`src/rtl/ihex_pkg.sv`:
```
// Shared types and constants for the hex record loader.
// Used by the front parser, the command queue, the back end and the top level.
// No dependencies.
package ihex_pkg;

  // Input item modes.
  typedef enum logic [1:0] {
    MODE_CHAR  = 2'd0,
    MODE_END   = 2'd1,
    MODE_BREAK = 2'd2,
    MODE_NONE  = 2'd3
  } mode_t;

  // Result kinds.
  localparam logic KIND_WRITE  = 1'b0;
  localparam logic KIND_STATUS = 1'b1;

  // Record status codes.
  typedef enum logic [1:0] {
    ST_OK      = 2'd0,
    ST_INVALID = 2'd1,
    ST_RANGE   = 2'd2
  } status_t;

  // Record type codes.
  localparam logic [7:0] REC_DATA      = 8'h00;
  localparam logic [7:0] REC_EOF       = 8'h01;
  localparam logic [7:0] REC_SEG_BASE  = 8'h02;
  localparam logic [7:0] REC_SEG_START = 8'h03;
  localparam logic [7:0] REC_LIN_BASE  = 8'h04;
  localparam logic [7:0] REC_LIN_START = 8'h05;

  // Work the back end carries out for one record.
  typedef enum logic [1:0] {
    CMD_STATUS = 2'd0,
    CMD_DATA   = 2'd1,
    CMD_START  = 2'd2
  } cmd_op_t;

  // Fixed values of the record format.
  localparam int         DIGIT_MIN     = 10;
  localparam logic [16:0] START_LO_ADDR = 17'h0FFFC;
  localparam logic [16:0] START_HI_ADDR = 17'h0FFFD;
  localparam logic [7:0] BASE_REC_COUNT  = 8'd2;
  localparam logic [7:0] START_REC_COUNT = 8'd4;

  // One queued record command.
  typedef struct packed {
    cmd_op_t     op;
    logic        bank;
    logic [16:0] start;
    logic        ext;
    logic [7:0]  count;
    logic [7:0]  b2;
    logic [7:0]  b3;
    status_t     status;
  } cmd_t;

  // Buffer bank handed back once its data has been written out.
  typedef struct packed {
    logic en;
    logic bank;
  } rel_t;

endpackage

```
`src/rtl/intel_hex_record_loader_unit.sv`:
```
// Top level of the hex record loader: front parser, command queue, back end.
// Depends on ihex_pkg, ihex_front, ihex_cmd_fifo and ihex_back.
//
//   Channel  Direction  Handshake             Beat contents
//   in_      input      in_valid / in_stall   mode, character
//   out_     output     out_valid / out_stall kind, write_address, extended_region,
//                                             write_data, status, last
//
// A character beat is taken every cycle while a record is being collected.
// An end-of-record beat starts the record check, which waits while the queue is full.
// The back end sends one result per cycle unless out_stall holds it: each data byte
// from the buffer or both start bytes, then the status, and then goes back to idle.
// Characters stall while the buffer bank for the next record is still being flushed.
// Reset is synchronous, active low, and clears base address and record state.
module intel_hex_record_loader_unit #(
  parameter int MAX_DATA_BYTES = 32
) (
  input  logic        clk,
  input  logic        rst_n,
  input  logic        in_valid,
  output logic        in_stall,
  input  logic [1:0]  in_mode,
  input  logic [7:0]  in_character,
  output logic        out_valid,
  input  logic        out_stall,
  output logic        out_kind,
  output logic [16:0] out_write_address,
  output logic        out_extended_region,
  output logic [7:0]  out_write_data,
  output logic [1:0]  out_status,
  output logic        out_last
);
  import ihex_pkg::*;

  localparam int IDXW = $clog2(MAX_DATA_BYTES + 1);

  logic            mem_wr_en;
  logic            mem_wr_bank;
  logic [IDXW-1:0] mem_wr_idx;
  logic [7:0]      mem_wr_data;
  logic            push;
  cmd_t            push_cmd;
  logic            fifo_full;
  logic            fifo_empty;
  logic            pop;
  cmd_t            head;
  rel_t            bank_rel;

  ihex_front #(.MAX_DATA_BYTES(MAX_DATA_BYTES)) u_front (
    .clk          (clk),
    .rst_n        (rst_n),
    .in_valid     (in_valid),
    .in_stall     (in_stall),
    .in_mode      (in_mode),
    .in_character (in_character),
    .mem_wr_en    (mem_wr_en),
    .mem_wr_bank  (mem_wr_bank),
    .mem_wr_idx   (mem_wr_idx),
    .mem_wr_data  (mem_wr_data),
    .push         (push),
    .push_cmd     (push_cmd),
    .fifo_full    (fifo_full),
    .bank_rel     (bank_rel)
  );

  ihex_cmd_fifo u_fifo (
    .clk      (clk),
    .rst_n    (rst_n),
    .push     (push),
    .push_cmd (push_cmd),
    .full     (fifo_full),
    .pop      (pop),
    .head     (head),
    .empty    (fifo_empty)
  );

  ihex_back #(.MAX_DATA_BYTES(MAX_DATA_BYTES)) u_back (
    .clk                 (clk),
    .rst_n               (rst_n),
    .mem_wr_en           (mem_wr_en),
    .mem_wr_bank         (mem_wr_bank),
    .mem_wr_idx          (mem_wr_idx),
    .mem_wr_data         (mem_wr_data),
    .fifo_empty          (fifo_empty),
    .head                (head),
    .pop                 (pop),
    .bank_rel            (bank_rel),
    .out_valid           (out_valid),
    .out_stall           (out_stall),
    .out_kind            (out_kind),
    .out_write_address   (out_write_address),
    .out_extended_region (out_extended_region),
    .out_write_data      (out_write_data),
    .out_status          (out_status),
    .out_last            (out_last)
  );

endmodule

```
`src/rtl/ihex_front.sv`:
```
// Front end: accepts record characters, builds the record and checks it at its end.
// Writes data bytes into the back end's buffer and pushes one command per record.
// Depends on ihex_pkg.
module ihex_front #(
  parameter int MAX_DATA_BYTES = 32,
  localparam int IDXW = $clog2(MAX_DATA_BYTES + 1)
) (
  input  logic             clk,
  input  logic             rst_n,
  input  logic             in_valid,
  output logic             in_stall,
  input  logic [1:0]       in_mode,
  input  logic [7:0]       in_character,
  output logic             mem_wr_en,
  output logic             mem_wr_bank,
  output logic [IDXW-1:0]  mem_wr_idx,
  output logic [7:0]       mem_wr_data,
  output logic             push,
  output ihex_pkg::cmd_t   push_cmd,
  input  logic             fifo_full,
  input  ihex_pkg::rel_t   bank_rel
);
  import ihex_pkg::*;

  localparam int DEPTH = MAX_DATA_BYTES + 1;
  localparam int CNTW  = $clog2(DEPTH + 1);
  localparam int DLIM  = 2 * (MAX_DATA_BYTES + 5);
  localparam int DCW   = $clog2(DLIM + 1);

  typedef enum logic [1:0] {
    F_COLLECT = 2'b01,
    F_EVAL    = 2'b10
  } fstate_t;

  // Returns {valid, value} for one ASCII hex digit.
  function automatic logic [4:0] hex_decode(input logic [7:0] c);
    logic [4:0] r;
    r = '0;
    if (c >= "0" && c <= "9") begin
      r = {1'b1, 4'(c - "0")};
    end else if (c >= "A" && c <= "F") begin
      r = {1'b1, 4'(c - "A" + 8'd10)};
    end else if (c >= "a" && c <= "f") begin
      r = {1'b1, 4'(c - "a" + 8'd10)};
    end
    return r;
  endfunction

  fstate_t         state_r, state_nxt;
  logic [DCW-1:0]  digit_r, digit_nxt;
  logic [3:0]      high_r, high_nxt;
  logic [7:0]      sum_r, sum_nxt;
  logic [7:0]      count_r, count_nxt;
  logic [15:0]     addr_r, addr_nxt;
  logic [7:0]      type_r, type_nxt;
  logic [CNTW-1:0] stored_r, stored_nxt;
  logic [31:0]     base_r, base_nxt;
  logic            bad_r, bad_nxt;
  logic            space_r, space_nxt;
  logic [7:0]      dbyte_r [4];
  logic [7:0]      dbyte_nxt [4];
  logic            bank_r, bank_nxt;
  logic [1:0]      busy_r, busy_nxt;
  logic [32:0]     start_r, start_nxt;
  logic            inval_r, inval_nxt;

  logic            accept;
  logic [4:0]      hexd;
  logic [7:0]      byte_val;
  logic [17:0]     end_addr;
  cmd_t            cmd;

  assign in_stall = (state_r != F_COLLECT) || busy_r[bank_r];
  assign accept   = in_valid && !in_stall;
  assign hexd     = hex_decode(in_character);
  assign byte_val = {high_r, hexd[3:0]};
  assign end_addr = {1'b0, start_r[16:0]} + 18'(count_r) - 18'd1;

  assign mem_wr_bank = bank_r;
  assign mem_wr_idx  = stored_r[IDXW-1:0];
  assign mem_wr_data = byte_val;
  assign push_cmd    = cmd;

  // Record collection, end-of-record checks and command issue.
  always_comb begin
    state_nxt  = state_r;
    digit_nxt  = digit_r;
    high_nxt   = high_r;
    sum_nxt    = sum_r;
    count_nxt  = count_r;
    addr_nxt   = addr_r;
    type_nxt   = type_r;
    stored_nxt = stored_r;
    base_nxt   = base_r;
    bad_nxt    = bad_r;
    space_nxt  = space_r;
    dbyte_nxt  = dbyte_r;
    bank_nxt   = bank_r;
    busy_nxt   = busy_r;
    start_nxt  = start_r;
    inval_nxt  = inval_r;
    mem_wr_en  = 1'b0;
    push       = 1'b0;

    cmd        = '0;
    cmd.op     = CMD_STATUS;
    cmd.bank   = bank_r;
    cmd.start  = start_r[16:0];
    cmd.ext    = start_r[16];
    cmd.count  = count_r;
    cmd.b2     = dbyte_r[2];
    cmd.b3     = dbyte_r[3];
    cmd.status = ST_OK;

    // A flushed bank becomes free for a later record.
    if (bank_rel.en) begin
      busy_nxt[bank_rel.bank] = 1'b0;
    end

    unique case (state_r)
      F_COLLECT: begin
        if (accept) begin
          case (mode_t'(in_mode))
            MODE_CHAR: begin
              // Trailing spaces end the record text; anything after them is bad.
              if (in_character == " ") begin
                space_nxt = 1'b1;
              end else if (space_r) begin
                bad_nxt = 1'b1;
              end else if (!hexd[4] || bad_r || digit_r >= DCW'(DLIM)) begin
                bad_nxt = 1'b1;
              end else if (!digit_r[0]) begin
                high_nxt  = hexd[3:0];
                digit_nxt = digit_r + DCW'(1);
              end else begin
                digit_nxt = digit_r + DCW'(1);
                sum_nxt   = sum_r + byte_val;
                if (digit_r < DCW'(8)) begin
                  // Header bytes: count, address high, address low, type.
                  case (digit_r[2:1])
                    2'd0:    count_nxt = byte_val;
                    2'd3:    type_nxt  = byte_val;
                    default: addr_nxt  = {addr_r[7:0], byte_val};
                  endcase
                end else if (stored_r < CNTW'(DEPTH)) begin
                  mem_wr_en  = 1'b1;
                  stored_nxt = stored_r + CNTW'(1);
                  if (stored_r < CNTW'(4)) begin
                    dbyte_nxt[stored_r[1:0]] = byte_val;
                  end
                end else begin
                  bad_nxt = 1'b1;
                end
              end
            end
            MODE_END: begin
              inval_nxt = bad_r || (digit_r < DCW'(DIGIT_MIN)) || digit_r[0] ||
                          (stored_r == '0) || (count_r != 8'(stored_r) - 8'd1) ||
                          (sum_r != 8'd0);
              start_nxt = 33'(base_r) + 33'(addr_r);
              state_nxt = F_EVAL;
            end
            MODE_BREAK: begin
              base_nxt = '0;
            end
            default: begin
            end
          endcase
        end
      end

      F_EVAL: begin
        // Classify the record, pick its base update, push its command when not full.
        if (inval_r) begin
          cmd.status = ST_INVALID;
        end else begin
          case (type_r)
            REC_DATA: begin
              if (start_r[32:17] != '0 || (count_r != 8'd0 && end_addr[17])) begin
                cmd.status = ST_RANGE;
              end else if (count_r != 8'd0) begin
                cmd.op = CMD_DATA;
              end
            end
            REC_EOF: begin
              base_nxt = '0;
            end
            REC_SEG_BASE: begin
              if (count_r == BASE_REC_COUNT) begin
                base_nxt = (32'(dbyte_r[0]) << 12) + (32'(dbyte_r[1]) << 4);
              end
            end
            REC_LIN_BASE: begin
              if (count_r == BASE_REC_COUNT) begin
                base_nxt = {dbyte_r[0], dbyte_r[1], 16'h0000};
              end
            end
            REC_SEG_START, REC_LIN_START: begin
              if (count_r == START_REC_COUNT) begin
                cmd.op = CMD_START;
              end
            end
            default: begin
              cmd.status = ST_INVALID;
            end
          endcase
        end

        if (!fifo_full) begin
          push = 1'b1;
          if (cmd.op == CMD_DATA) begin
            busy_nxt[bank_r] = 1'b1;
            bank_nxt         = !bank_r;
          end
          digit_nxt  = '0;
          high_nxt   = '0;
          sum_nxt    = '0;
          count_nxt  = '0;
          addr_nxt   = '0;
          type_nxt   = '0;
          stored_nxt = '0;
          bad_nxt    = 1'b0;
          space_nxt  = 1'b0;
          state_nxt  = F_COLLECT;
        end else begin
          base_nxt = base_r;
        end
      end

      default: begin
        state_nxt = F_COLLECT;
      end
    endcase
  end

  // Control and record state.
  always_ff @(posedge clk) begin
    if (!rst_n) begin
      state_r  <= F_COLLECT;
      digit_r  <= '0;
      high_r   <= '0;
      sum_r    <= '0;
      count_r  <= '0;
      addr_r   <= '0;
      type_r   <= '0;
      stored_r <= '0;
      base_r   <= '0;
      bad_r    <= 1'b0;
      space_r  <= 1'b0;
      bank_r   <= 1'b0;
      busy_r   <= '0;
    end else begin
      state_r  <= state_nxt;
      digit_r  <= digit_nxt;
      high_r   <= high_nxt;
      sum_r    <= sum_nxt;
      count_r  <= count_nxt;
      addr_r   <= addr_nxt;
      type_r   <= type_nxt;
      stored_r <= stored_nxt;
      base_r   <= base_nxt;
      bad_r    <= bad_nxt;
      space_r  <= space_nxt;
      bank_r   <= bank_nxt;
      busy_r   <= busy_nxt;
    end
  end

  // Captured header bytes and end-of-record results.
  always_ff @(posedge clk) begin
    dbyte_r <= dbyte_nxt;
    start_r <= start_nxt;
    inval_r <= inval_nxt;
  end

  // A bank still being flushed is never overwritten.
  a_no_write_busy: assert property (@(posedge clk) disable iff (!rst_n)
    mem_wr_en |-> !busy_r[bank_r])
    else $error("data byte written into a bank that is still being flushed");

  // Only a bank that was handed out comes back.
  a_release_taken: assert property (@(posedge clk) disable iff (!rst_n)
    bank_rel.en |-> busy_r[bank_rel.bank])
    else $error("release of a bank that was not in use");

  // A data command moves collection to the other bank.
  a_bank_swap: assert property (@(posedge clk) disable iff (!rst_n)
    (push && push_cmd.op == CMD_DATA) |=> (bank_r != $past(bank_r)))
    else $error("bank not swapped after a data command");

endmodule

```
`src/rtl/ihex_cmd_fifo.sv`:
```
// Two-entry queue of record commands between the front and back ends.
// Depends on ihex_pkg.
module ihex_cmd_fifo (
  input  logic           clk,
  input  logic           rst_n,
  input  logic           push,
  input  ihex_pkg::cmd_t push_cmd,
  output logic           full,
  input  logic           pop,
  output ihex_pkg::cmd_t head,
  output logic           empty
);
  import ihex_pkg::*;

  cmd_t       q_r [2];
  logic       wr_ptr_r, wr_ptr_nxt;
  logic       rd_ptr_r, rd_ptr_nxt;
  logic [1:0] cnt_r, cnt_nxt;

  assign full  = (cnt_r == 2'd2);
  assign empty = (cnt_r == 2'd0);
  assign head  = q_r[rd_ptr_r];

  // Pointer and fill count update.
  always_comb begin
    wr_ptr_nxt = wr_ptr_r;
    rd_ptr_nxt = rd_ptr_r;
    cnt_nxt    = cnt_r;
    if (push) begin
      wr_ptr_nxt = !wr_ptr_r;
    end
    if (pop) begin
      rd_ptr_nxt = !rd_ptr_r;
    end
    if (push && !pop) begin
      cnt_nxt = cnt_r + 2'd1;
    end else if (pop && !push) begin
      cnt_nxt = cnt_r - 2'd1;
    end
  end

  always_ff @(posedge clk) begin
    if (!rst_n) begin
      wr_ptr_r <= 1'b0;
      rd_ptr_r <= 1'b0;
      cnt_r    <= '0;
    end else begin
      wr_ptr_r <= wr_ptr_nxt;
      rd_ptr_r <= rd_ptr_nxt;
      cnt_r    <= cnt_nxt;
    end
  end

  // Entry storage.
  always_ff @(posedge clk) begin
    if (push) begin
      q_r[wr_ptr_r] <= push_cmd;
    end
  end

  a_no_overflow: assert property (@(posedge clk) disable iff (!rst_n)
    !(push && full))
    else $error("command pushed into a full queue");

  a_no_underflow: assert property (@(posedge clk) disable iff (!rst_n)
    !(pop && empty))
    else $error("command popped from an empty queue");

  a_count_range: assert property (@(posedge clk) disable iff (!rst_n)
    cnt_r != 2'd3)
    else $error("queue fill count out of range");

endmodule

```
`src/rtl/ihex_back.sv`:
```
// Back end: holds the two-bank data buffer and turns record commands into results.
// Emits byte writes, then the record status, through a registered output stage.
// Depends on ihex_pkg.
module ihex_back #(
  parameter int MAX_DATA_BYTES = 32,
  localparam int IDXW = $clog2(MAX_DATA_BYTES + 1)
) (
  input  logic            clk,
  input  logic            rst_n,
  input  logic            mem_wr_en,
  input  logic            mem_wr_bank,
  input  logic [IDXW-1:0] mem_wr_idx,
  input  logic [7:0]      mem_wr_data,
  input  logic            fifo_empty,
  input  ihex_pkg::cmd_t  head,
  output logic            pop,
  output ihex_pkg::rel_t  bank_rel,
  output logic            out_valid,
  input  logic            out_stall,
  output logic            out_kind,
  output logic [16:0]     out_write_address,
  output logic            out_extended_region,
  output logic [7:0]      out_write_data,
  output logic [1:0]      out_status,
  output logic            out_last
);
  import ihex_pkg::*;

  localparam int DEPTH = MAX_DATA_BYTES + 1;
  localparam int CNTW  = $clog2(DEPTH + 1);

  typedef enum logic [4:0] {
    B_IDLE   = 5'b00001,
    B_EMIT   = 5'b00010,
    B_LO     = 5'b00100,
    B_HI     = 5'b01000,
    B_STATUS = 5'b10000
  } bstate_t;

  logic [7:0]      mem [2][DEPTH];
  logic [7:0]      rdata_r;

  bstate_t         state_r, state_nxt;
  cmd_t            cmd_r, cmd_nxt;
  logic [CNTW-1:0] i_r, i_nxt;
  logic [16:0]     wa_r, wa_nxt;
  logic            out_valid_r, out_valid_nxt;
  logic            out_kind_r, out_kind_nxt;
  logic [16:0]     out_addr_r, out_addr_nxt;
  logic            out_ext_r, out_ext_nxt;
  logic [7:0]      out_data_r, out_data_nxt;
  status_t         out_status_r, out_status_nxt;
  logic            out_last_r, out_last_nxt;

  logic            can_load;
  logic            load;
  logic            rd_en;
  logic            rd_bank;
  logic [CNTW-1:0] next_i;
  logic [IDXW-1:0] rd_idx;

  assign can_load = !out_valid_r || !out_stall;
  assign next_i   = i_r + CNTW'(1);

  assign out_valid           = out_valid_r;
  assign out_kind            = out_kind_r;
  assign out_write_address   = out_addr_r;
  assign out_extended_region = out_ext_r;
  assign out_write_data      = out_data_r;
  assign out_status          = out_status_r;
  assign out_last            = out_last_r;

  // Command sequencer and output stage loading.
  always_comb begin
    state_nxt      = state_r;
    cmd_nxt        = cmd_r;
    i_nxt          = i_r;
    wa_nxt         = wa_r;
    pop            = 1'b0;
    rd_en          = 1'b0;
    rd_bank        = cmd_r.bank;
    rd_idx         = next_i[IDXW-1:0];
    load           = 1'b0;
    bank_rel       = '0;
    out_kind_nxt   = out_kind_r;
    out_addr_nxt   = out_addr_r;
    out_ext_nxt    = out_ext_r;
    out_data_nxt   = out_data_r;
    out_status_nxt = out_status_r;
    out_last_nxt   = out_last_r;

    unique case (state_r)
      B_IDLE: begin
        if (!fifo_empty) begin
          pop     = 1'b1;
          cmd_nxt = head;
          case (head.op)
            CMD_DATA: begin
              // Prefetch the first data byte.
              rd_en     = 1'b1;
              rd_bank   = head.bank;
              rd_idx    = '0;
              i_nxt     = '0;
              wa_nxt    = head.start;
              state_nxt = B_EMIT;
            end
            CMD_START: state_nxt = B_LO;
            default:   state_nxt = B_STATUS;
          endcase
        end
      end

      B_EMIT: begin
        if (can_load) begin
          load           = 1'b1;
          out_kind_nxt   = KIND_WRITE;
          out_addr_nxt   = wa_r;
          out_ext_nxt    = cmd_r.ext;
          out_data_nxt   = rdata_r;
          out_status_nxt = ST_OK;
          out_last_nxt   = 1'b0;
          wa_nxt         = wa_r + 17'd1;
          i_nxt          = next_i;
          if (8'(next_i) < cmd_r.count) begin
            rd_en = 1'b1;
          end else begin
            state_nxt = B_STATUS;
          end
        end
      end

      B_LO: begin
        if (can_load) begin
          load           = 1'b1;
          out_kind_nxt   = KIND_WRITE;
          out_addr_nxt   = START_LO_ADDR;
          out_ext_nxt    = 1'b0;
          out_data_nxt   = cmd_r.b2;
          out_status_nxt = ST_OK;
          out_last_nxt   = 1'b0;
          state_nxt      = B_HI;
        end
      end

      B_HI: begin
        if (can_load) begin
          load           = 1'b1;
          out_kind_nxt   = KIND_WRITE;
          out_addr_nxt   = START_HI_ADDR;
          out_ext_nxt    = 1'b0;
          out_data_nxt   = cmd_r.b3;
          out_status_nxt = ST_OK;
          out_last_nxt   = 1'b0;
          state_nxt      = B_STATUS;
        end
      end

      B_STATUS: begin
        if (can_load) begin
          load           = 1'b1;
          out_kind_nxt   = KIND_STATUS;
          out_addr_nxt   = '0;
          out_ext_nxt    = 1'b0;
          out_data_nxt   = '0;
          out_status_nxt = cmd_r.status;
          out_last_nxt   = 1'b1;
          bank_rel.en    = (cmd_r.op == CMD_DATA);
          bank_rel.bank  = cmd_r.bank;
          state_nxt      = B_IDLE;
        end
      end

      default: begin
        state_nxt = B_IDLE;
      end
    endcase

    out_valid_nxt = load ? 1'b1 : (out_stall ? out_valid_r : 1'b0);
  end

  always_ff @(posedge clk) begin
    if (!rst_n) begin
      state_r     <= B_IDLE;
      out_valid_r <= 1'b0;
    end else begin
      state_r     <= state_nxt;
      out_valid_r <= out_valid_nxt;
    end
  end

  // Command and output payload registers.
  always_ff @(posedge clk) begin
    cmd_r        <= cmd_nxt;
    i_r          <= i_nxt;
    wa_r         <= wa_nxt;
    out_kind_r   <= out_kind_nxt;
    out_addr_r   <= out_addr_nxt;
    out_ext_r    <= out_ext_nxt;
    out_data_r   <= out_data_nxt;
    out_status_r <= out_status_nxt;
    out_last_r   <= out_last_nxt;
  end

  // Data buffer: one write port from the front, one registered read port.
  always_ff @(posedge clk) begin
    if (mem_wr_en) begin
      mem[mem_wr_bank][mem_wr_idx] <= mem_wr_data;
    end
  end

  always_ff @(posedge clk) begin
    if (rd_en) begin
      rdata_r <= mem[rd_bank][rd_idx];
    end
  end

  // The status result, and only it, closes an item's results.
  a_last_is_status: assert property (@(posedge clk) disable iff (!rst_n)
    out_valid_r |-> (out_last_r == (out_kind_r == KIND_STATUS)))
    else $error("last flag does not match result kind");

  a_write_ok: assert property (@(posedge clk) disable iff (!rst_n)
    (out_valid_r && out_kind_r == KIND_WRITE) |-> (out_status_r == ST_OK))
    else $error("byte write carries a nonzero status");

  a_emit_data_only: assert property (@(posedge clk) disable iff (!rst_n)
    (state_r == B_EMIT) |-> (cmd_r.op == CMD_DATA && 8'(i_r) < cmd_r.count))
    else $error("buffer flush outside a data command");

endmodule

```
`config.mk`:
```
export PLATFORM = sky130hd
export DESIGN_NAME = intel_hex_record_loader_unit
export DESIGN_NICKNAME = d
export VERILOG_FILES = /design/src/rtl/ihex_pkg.sv /design/src/rtl/intel_hex_record_loader_unit.sv /design/src/rtl/ihex_front.sv /design/src/rtl/ihex_cmd_fifo.sv /design/src/rtl/ihex_back.sv
export SDC_FILE = /design/constraint.sdc
export NUM_CORES = 1
export LEC_CHECK = 0
export BUFFER_PORTS_ARGS = -buffer_cell sky130_fd_sc_hd__buf_2
export CAP_MARGIN = 20
export CORE_MARGIN = 2
export CORE_UTILIZATION = 60
export DETAILED_ROUTE_END_ITERATION = 16
export HOLD_SLACK_MARGIN = 0.15
export PLACE_DENSITY_LB_ADDON = 0.1
export SLEW_MARGIN = 20
export SYNTH_ARGS = -nofsm -noshare
export SYNTH_HDL_FRONTEND = slang
export SYNTH_HIERARCHICAL = 1
export SYNTH_SLANG_ARGS = --single-unit
```
`constraint.sdc`:
```
create_clock -name clk -period 8.3 [get_ports clk]
set_clock_uncertainty 0.1 [all_clocks]
set_input_delay 1.66 -clock clk [delete_from_list [all_inputs] [get_ports clk]]
set_output_delay 1.66 -clock clk [all_outputs]
set_load 0.01 [all_outputs]
```
Word level (Yosys, flattened, before mapping)
Memories as Yosys holds them, arrays and structs flattened. A register that Yosys moved wholly into a read port is not among the register bits.
Index checks and enable logic that the tools add are counted.
- multiplexer cells: 191
- reductions and logical operators: 70
- bitwise logic cells: 12
- add/sub/neg operators: 17
- $lt $le $gt $ge: 21
- eq/ne operators: 59
- operators by type and width (operator ; count):
    264-bit 2-to-1 mux ; 1
    8-bit 2-to-1 mux ; 31
    32-bit 2-to-1 mux ; 6
    16-bit 2-to-1 mux ; 9
    17-bit 2-to-1 mux ; 7
    32-bit case mux with 3 select lines ; 1
    6-bit 2-to-1 mux ; 15
    17-bit case mux with 4 select lines ; 1
    32-bit case mux with 2 select lines ; 1
    10-bit AND reduction ; 5
    1-bit 2-to-1 mux ; 49
    8-bit binary-select mux with 6-bit select ; 1
    8-bit demux with 6-bit select ; 1
    8-bit case mux with 2 select lines ; 3
    5-bit 2-to-1 mux ; 9
    2-bit 2-to-1 mux ; 21
    7-bit 2-to-1 mux ; 6
    17-bit case mux with 2 select lines ; 1
    32-bit by 16-bit adder with 33-bit output ; 1
    32-bit bitwise mux ; 1
    2-bit inequality test, second input constant ; 16
    16-bit case mux with 2 select lines ; 1
    8-bit case mux with 4 select lines ; 1
    8-bit AND reduction ; 4
    79 further kinds ; 178
- input port bits: 14
- memories: 2
- output and inout bits: 32
- bits in writable memories: 622
- bits in registers: 262
- logic and storage cells: 411
- memory list (name ; words ; bits a word ; rd ports ; clocked after Yosys merged registers in ; write ports ; line ; text):
    u_back.mem ; 2 ; 264 ; 1 ; 0 ; 1 ; ihex_back.sv:40 ; logic [7:0] mem [2][DEPTH];
    u_fifo.q_r ; 2 ; 47 ; 1 ; 1 ; 1 ; ihex_cmd_fifo.sv:15 ; cmd_t q_r [2];

Depth between registers and ports, before layout
- word-level depth: 16
- depth in mapped cells: 16
- gate-level depth less buffers: 16

Modules after synthesis
The synthesis kept the hierarchy.
- modules (own cells, without submodules) (module ; sequential area each (µm²) ; area each (µm²) ; times used ; cells an instance):
    ihex_back ; 18677.9 ; 25290.5 ; 1 ; 1699
    ihex_front ; 3823.7 ; 8524.4 ; 1 ; 900
    ihex_cmd_fifo ; 2922.8 ; 3617.2 ; 1 ; 168

Worst setup path before layout
OpenSTA, ideal clock, no wires.
- kind: input to register
- start: in in_character[0]
- end: reg u_front.sum_r[7]
- data required time: 8129 ps
- slack: 1009 ps
- stages on the path: 12
- buffers on the path: 0
- arrival: 7120 ps
- library setup time: 71 ps
- path through: inv_1 ha_1 or3b_1 nand3_1 o21ai_0 ha_1 a21oi_1 o211ai_1 o41ai_1 xnor2_1 or3b_2 a21oi_1
- longest elaborated chain between the ends: 13
- elaborated cells between the ends (all ways): 32
- those cells by class: add/sub: 6; order compare: 6; eq/ne: 3; mux: 10; reduce/logical: 7
- ends and longest elaborated chain (element ; line ; text):
    start, declared ; intel_hex_record_loader_unit.sv:23 ; input logic [7:0] in_character,
    4-bit by 1-bit subtractor with 4-bit output (tied with other cells) ; ihex_front.sv:42, ihex_front.sv:44 ;
    4-bit adder or 1-bit logical AND (tied branches) ; ihex_front.sv:42, ihex_front.sv:44, ihex_front.sv:43 ;
    5-bit 2-to-1 mux ; ihex_front.sv:43 ; end else if (c >= "a" && c <= "f") begin
    5-bit 2-to-1 mux ; ihex_front.sv:41 ; end else if (c >= "A" && c <= "F") begin
    5-bit 2-to-1 mux * ; ihex_front.sv:39 ; if (c >= "0" && c <= "9") begin
    via mem_wr_data[1] ; intel_hex_record_loader_unit.sv:40 ; logic [7:0] mem_wr_data;
    8-bit adder * ; ihex_front.sv:137 ; sum_nxt = sum_r + byte_val;
    8-bit 2-to-1 mux * ; ihex_front.sv:132 ; end else if (!digit_r[0]) begin
    8-bit 2-to-1 mux * ; ihex_front.sv:130 ; end else if (!hexd[4] || bad_r || digit_r >= DCW'(DLIM)) begin
    8-bit 2-to-1 mux * ; ihex_front.sv:128 ; end else if (space_r) begin
    8-bit 2-to-1 mux * ; ihex_front.sv:126 ; if (in_character == " ") begin
    8-bit 2-to-1 mux * ; ihex_front.sv:123 ; case (mode_t'(in_mode))
    8-bit 2-to-1 mux * ; ihex_front.sv:122 ; if (accept) begin
    8-bit case mux with 2 select lines * ; ihex_front.sv:120 ; unique case (state_r)
    end signal, assigned ; ihex_front.sv:256 ; sum_r <= sum_nxt;
    end, declared ; ihex_front.sv:52 ; logic [7:0] sum_r, sum_nxt;
The timed path passes the listed nets; every way through them passes the cells marked *. The select of a mux whose other input is x is not followed.
A chain may end at the register's enable or synchronous reset.

Worst setup path after layout
- start: in in_character[0]
- end: mem u_back/mem[0][151] (netlist name), enable pin
- longest elaborated chain between the ends: 16
- elaborated cells between the ends (all ways): 24
- those cells by class: order compare: 6; eq/ne: 1; mux: 11; reduce/logical: 6
- ends and longest elaborated chain (element ; line ; text):
    8-bit by 7-bit >= comparator with 1-bit output or 8-bit by 7-bit less-or-equal comparator with 1-bit output (tied branches) ; ihex_front.sv:43 ;
    1-bit logical AND ; ihex_front.sv:43 ;
    5-bit 2-to-1 mux ; ihex_front.sv:43 ;
    5-bit 2-to-1 mux ; ihex_front.sv:41 ;
    5-bit 2-to-1 mux ; ihex_front.sv:39 ;
    1-bit zero test ; ihex_front.sv:130 ;
    1-bit logical OR (2 in a row) ; ihex_front.sv:130 ;
    1-bit 2-to-1 mux ; ihex_front.sv:130 ;
    1-bit 2-to-1 mux ; ihex_front.sv:128 ;
    1-bit 2-to-1 mux * ; ihex_front.sv:126 ;
    1-bit 2-to-1 mux * ; ihex_front.sv:123 ;
    1-bit 2-to-1 mux * ; ihex_front.sv:122 ;
    1-bit 2-to-1 mux * ; ihex_front.sv:120 ;
    via mem_wr_en ; intel_hex_record_loader_unit.sv:37 ; logic mem_wr_en;
    1-bit 2-to-1 mux * ; ihex_back.sv:206 ; if (mem_wr_en) begin
    264-bit 2-to-1 mux (implied by the code) * ; ihex_back.sv:207 ; mem[mem_wr_bank][mem_wr_idx] <= mem_wr_data;
    end, declared ; ihex_back.sv:40 ;
The timed path passes the listed nets; every way through them passes the cells marked *.

==> tab_implementation.tex <==
\begin{tabular}{lr}
\hline
Metric & Value \\
\hline
\multicolumn{2}{l}{\textbf{Power and ir drop}} \\
\quad Share of power burned in combinational logic & 9.2\% \\
\quad Leakage component of the power & 14.27 nW \\
\quad Highest ir drop seen on vdd & 0.1377 mV \\
\quad Total Power Consumption & 9.857 mW \\
\quad Clk pwr share & 40.4\% \\
\quad Areal power density over the cells & 239.6 nW/µm² \\
\quad Net Sw Power & 2.275 mW \\
\quad Sequential group share of total power & 50.3\% \\
\quad Int Power & 7.582 mW \\
\quad Switching Share & 23.08\% \\
\multicolumn{2}{l}{\textbf{STA}} \\
\quad Number of hold violations in the final report & 0 \\
\quad Fin Setup TNS & 0 ns \\
\quad RSZ-0062 raised after global routing & no \\
\quad Share of the clock period used by the worst path after layout & 67.39\% \\
\quad Final Critical Period & 5.593 ns \\
\quad Actual transition at the worst max-transition pin & 1.153 ns \\
\quad Number of endpoints failing setup at the final stage & 0 \\
\quad F\_max & 0.1788 GHz \\
\quad Worst slew margin relative to its limit & 22.98\% \\
\quad Max-slew violation total from the final report & 0 \\
\multicolumn{2}{l}{\textbf{Final layout}} \\
\quad Share of final-layout standard cells stronger than drive strength 1 & 13.23\% \\
\quad Area Growth Syn to Fin & 9.904\% \\
\quad Final Net Count & 2859 \\
\multicolumn{2}{l}{\textbf{Global routing}} \\
\quad GRT overflow & 0 \\
\quad Wire length of the first global-routing pass & 133400 µm \\
\quad Initial antenna violation count & 1 \\
\quad Number of global-route vias before repair & 21965 \\
\quad Total global routing track utilization & 28.10\% \\
\quad Maximum number of pins on one net before global-route repair & 145 \\
\multicolumn{2}{l}{\textbf{Clock network}} \\
\quad Number of gates resized after cts & 0 \\
\quad Number of setup buffers added after CTS & 0 \\
\quad Clock tree from TritonCTS & built \\
\quad Hold-fix buffer count after cts & 0 \\
\quad Master cell of the clock root buffer & sky130\_fd\_sc\_hd\_\_clkbuf\_16 \\
\quad Clk pin slew, worst setup/hold paths & 0.06 ns \\
\quad Skew-Pair Late Insertion Delay & 0.63 ns \\
\quad Clock buffers created by TritonCTS & 88 \\
\quad Buffer levels on the longest clock path & 3 \\
\quad Clock sinks & 881 \\
\quad Number of H-tree levels & 3 \\
\multicolumn{2}{l}{\textbf{Synth}} \\
\quad Area of the mapped netlist & 37430 µm² \\
\quad Distinct cell type count after synthesis & 101 \\
\quad Ys Warns & 6 \\
\quad Proportion of register bits with asynchronous set or reset after synthesis & 0\% \\
\quad Most instantiated flip-flop cell in the synthesis netlist & sky130\_fd\_sc\_hd\_\_edfxtp\_1 \\
\quad Post-synthesis net count & 2848 \\
\quad Synthesized netlist cell count & 2767 \\
\quad \#FFs+latches synth & 881 \\
\quad Number of enable flip-flop cells after synthesis & 778 \\
\quad Fraction of the yosys area taken by sequential cells & 67.92\% \\
\quad Avg Inst Size Synth & 13.53 µm² \\
\multicolumn{2}{l}{\textbf{Die}} \\
\quad \# rows & 91 \\
\quad Core area & 61710 µm² \\
\quad Die Span Y & 253.8 µm \\
\quad I/O pins & 46 \\
\quad Starting density of the core & 60.66\% \\
\quad Die ar. & 64400 µm² \\
\quad Die span in x & 253.8 µm \\
\multicolumn{2}{l}{\textbf{Critical path}} \\
\quad Crit Path Category & in2reg \\
\quad CP endpoint kind & flop \\
\quad Max FO, Critical Path & 8 \\
\quad Arrival time of the worst setup path & 5.75 ns \\
\quad Worst Setup Start Kind & input pin \\
\quad Data required time at the worst endpoint & 8.46 ns \\
\multicolumn{2}{l}{\textbf{Placement}} \\
\quad Final weighted congestion in routability-driven placement & 0.8846 \\
\quad Port bufs & 45 \\
\quad Post-DP HPWL & 56240 µm \\
\multicolumn{2}{l}{\textbf{Routing}} \\
\quad DRT Pass-1 Iters & 6 \\
\quad Post-detailed-routing wire length & 90350 µm \\
\quad Post-detailed-route count of antenna-violating nets & 0 \\
\quad Starting DRC count in detailed routing & 2604 \\
\quad Drc violations & 0 \\
\quad Via Count & 22927 \\
\quad Per-cell routed wire length & 24.49 µm \\
\quad Via-per-instance ratio & 6.213 \\
\multicolumn{2}{l}{\textbf{Worst hold path}} \\
\quad Worst hold path type & reg2reg \\
\multicolumn{2}{l}{\textbf{Status}} \\
\quad Run status & finished clean \\
\multicolumn{2}{l}{\textbf{Job}} \\
\quad Maximum capacitance violations & 0 \\
\hline
\end{tabular}
-- layer usage --
metal / global-route usage [%] / part of all wire, %
met5: 0 / 0
met1: 40.32 / 42
met2: 43.33 / 46
met3: 5.818 / 9.4
met4: 9.193 / 2.7
-- kinds of logic after synthesis --
group,after synthesis,share of synthesized area [%]
mux,222,6.294
simple gates,892,11.19
compound gates,393,7.421
xor+xnor,67,1.608
flops,881,67.92
fa+ha+maj,67,2.280
buf+inv,245,3.282
-- flip-flops by register name (all words and copies together) (netlist names), 8 cells and up, named ones only --
name and flops:
u_back/cmd_r 30, u_back/mem 528, u_back/out_write_address 17, u_back/out_write_data 8, u_back/rdata_r 8, u_back/wa_r 17
u_fifo/q_r 94, u_front/addr_r 16, u_front/base_r 28, u_front/count_r 8, u_front/dbyte_r 16, u_front/push_cmd 16
u_front/start_r 33, u_front/sum_r 8, u_front/type_r 8
-- placed cells by master, fill, tap and decap left out, types with 65 or more instances in the layout --
cell                        count
sky130_fd_sc_hd__mux2_2        97
sky130_fd_sc_hd__a21oi_1       73
sky130_fd_sc_hd__inv_1         84
sky130_fd_sc_hd__nor2_1       200
sky130_fd_sc_hd__ha_1          65
sky130_fd_sc_hd__mux2i_1      124
sky130_fd_sc_hd__edfxtp_1     778
sky130_fd_sc_hd__dfxtp_1       98
sky130_fd_sc_hd__nand3_1      126
sky130_fd_sc_hd__nand2_1      343
sky130_fd_sc_hd__clkbuf_16     94
-- synthesized netlist by cell type (11+ instances only) --
cell type,n,share of area [%]
sky130_fd_sc_hd__a32oi_1,15,0.35
sky130_fd_sc_hd__xnor2_1,36,0.84
sky130_fd_sc_hd__a222oi_1,15,0.40
sky130_fd_sc_hd__edfxtp_1,778,62
sky130_fd_sc_hd__a21oi_1,75,1.0
sky130_fd_sc_hd__xor2_1,29,0.68
sky130_fd_sc_hd__clkbuf_1,61,0.61
sky130_fd_sc_hd__nand4_1,31,0.52
sky130_fd_sc_hd__mux2i_1,124,3.3
sky130_fd_sc_hd__nand3_1,126,1.7
sky130_fd_sc_hd__nor2b_1,11,0.18
sky130_fd_sc_hd__o22ai_1,33,0.55
sky130_fd_sc_hd__nor2_1,201,2.0
sky130_fd_sc_hd__and2_1,26,0.43
sky130_fd_sc_hd__a221oi_1,15,0.35
sky130_fd_sc_hd__nand2_1,343,3.4
sky130_fd_sc_hd__inv_1,84,0.84
sky130_fd_sc_hd__o21a_1,18,0.36
sky130_fd_sc_hd__nor4_1,25,0.42
sky130_fd_sc_hd__buf_2,34,0.45
sky130_fd_sc_hd__buf_6,13,0.39
sky130_fd_sc_hd__buf_4,44,0.88
sky130_fd_sc_hd__a21o_1,24,0.48
sky130_fd_sc_hd__dfxtp_1,103,5.5
sky130_fd_sc_hd__ha_1,65,2.2
sky130_fd_sc_hd__nor3_1,37,0.49
sky130_fd_sc_hd__a31oi_1,28,0.47
sky130_fd_sc_hd__mux2_2,97,2.9
sky130_fd_sc_hd__o31ai_1,12,0.24
sky130_fd_sc_hd__o21ai_0,60,0.80
sky130_fd_sc_hd__nand3b_1,11,0.22
sky130_fd_sc_hd__nand2b_1,11,0.18
-- worst paths after layout --
path | startpoint | endpoint | slack (ns) | cells after the start
setup reg to reg | flop | u_back/rdata_r[3] | 2.91 | 12
hold reg to reg | u_front/push_cmd[6] | u_fifo/q_r[0][6] | 0.34 | 0
setup / recovery | in_character[0] | u_back/mem[0][151] | 2.71 | 11
hold / removal | u_front/push_cmd[6] | u_fifo/q_r[0][6] | 0.34 | 0
-- power by group through the flow --
stage	Combinational, mW	Sequential (mW)	Clock, mW
after floorplan	0.659	5.04	0
after global placement	0.873	5.05	0
after detailed placement	0.895	5.05	0
after CTS	0.900	4.96	4.03
after global routing	0.973	4.97	4.20
final	0.911	4.96	3.98
-- metrics by stage --
step	util [%]	hold slack [ns]	setup WS [ns]	instance area [µm²]	cells
global placement	61.84	0.3229	2.353	38160	3524
floorplan	-	0.3297	1.009	37430	2767
detailed placement	61.85	0.3310	2.163	38170	3524
global route	66.65	0.3543	2.531	41130	3687
CTS	66.61	0.3400	2.798	41100	3686
finish	66.66	0.3367	2.707	41140	3690
-- layout make-up --
cell class	instances	area, µm²
Sequential cell	881	25430
Fill cell	4447	20570
Multi-Input combinational cell	1641	10880
Clock buffer	126	2552
Tap cell	837	1047
Timing Repair Buffer	80	516.7
Clock inverter	36	382.9
Inverter	86	322.8
Antenna cell	3	7.507
-- critical path: stages --
cell	delay [ns]
sky130_fd_sc_hd__buf_2	0.16
sky130_fd_sc_hd__inv_1	0.08
sky130_fd_sc_hd__ha_1	0.22
sky130_fd_sc_hd__or3b_1	0.19
sky130_fd_sc_hd__nand3_1	0.23
sky130_fd_sc_hd__nand2b_2	0.24
sky130_fd_sc_hd__nand4_1	0.28
sky130_fd_sc_hd__nor3b_1	1.01
sky130_fd_sc_hd__nor2b_1	0.39
sky130_fd_sc_hd__nand3b_1	0.53
sky130_fd_sc_hd__nor2_1	0.73
No activity file was read; power rests on OpenSTA's default activity.
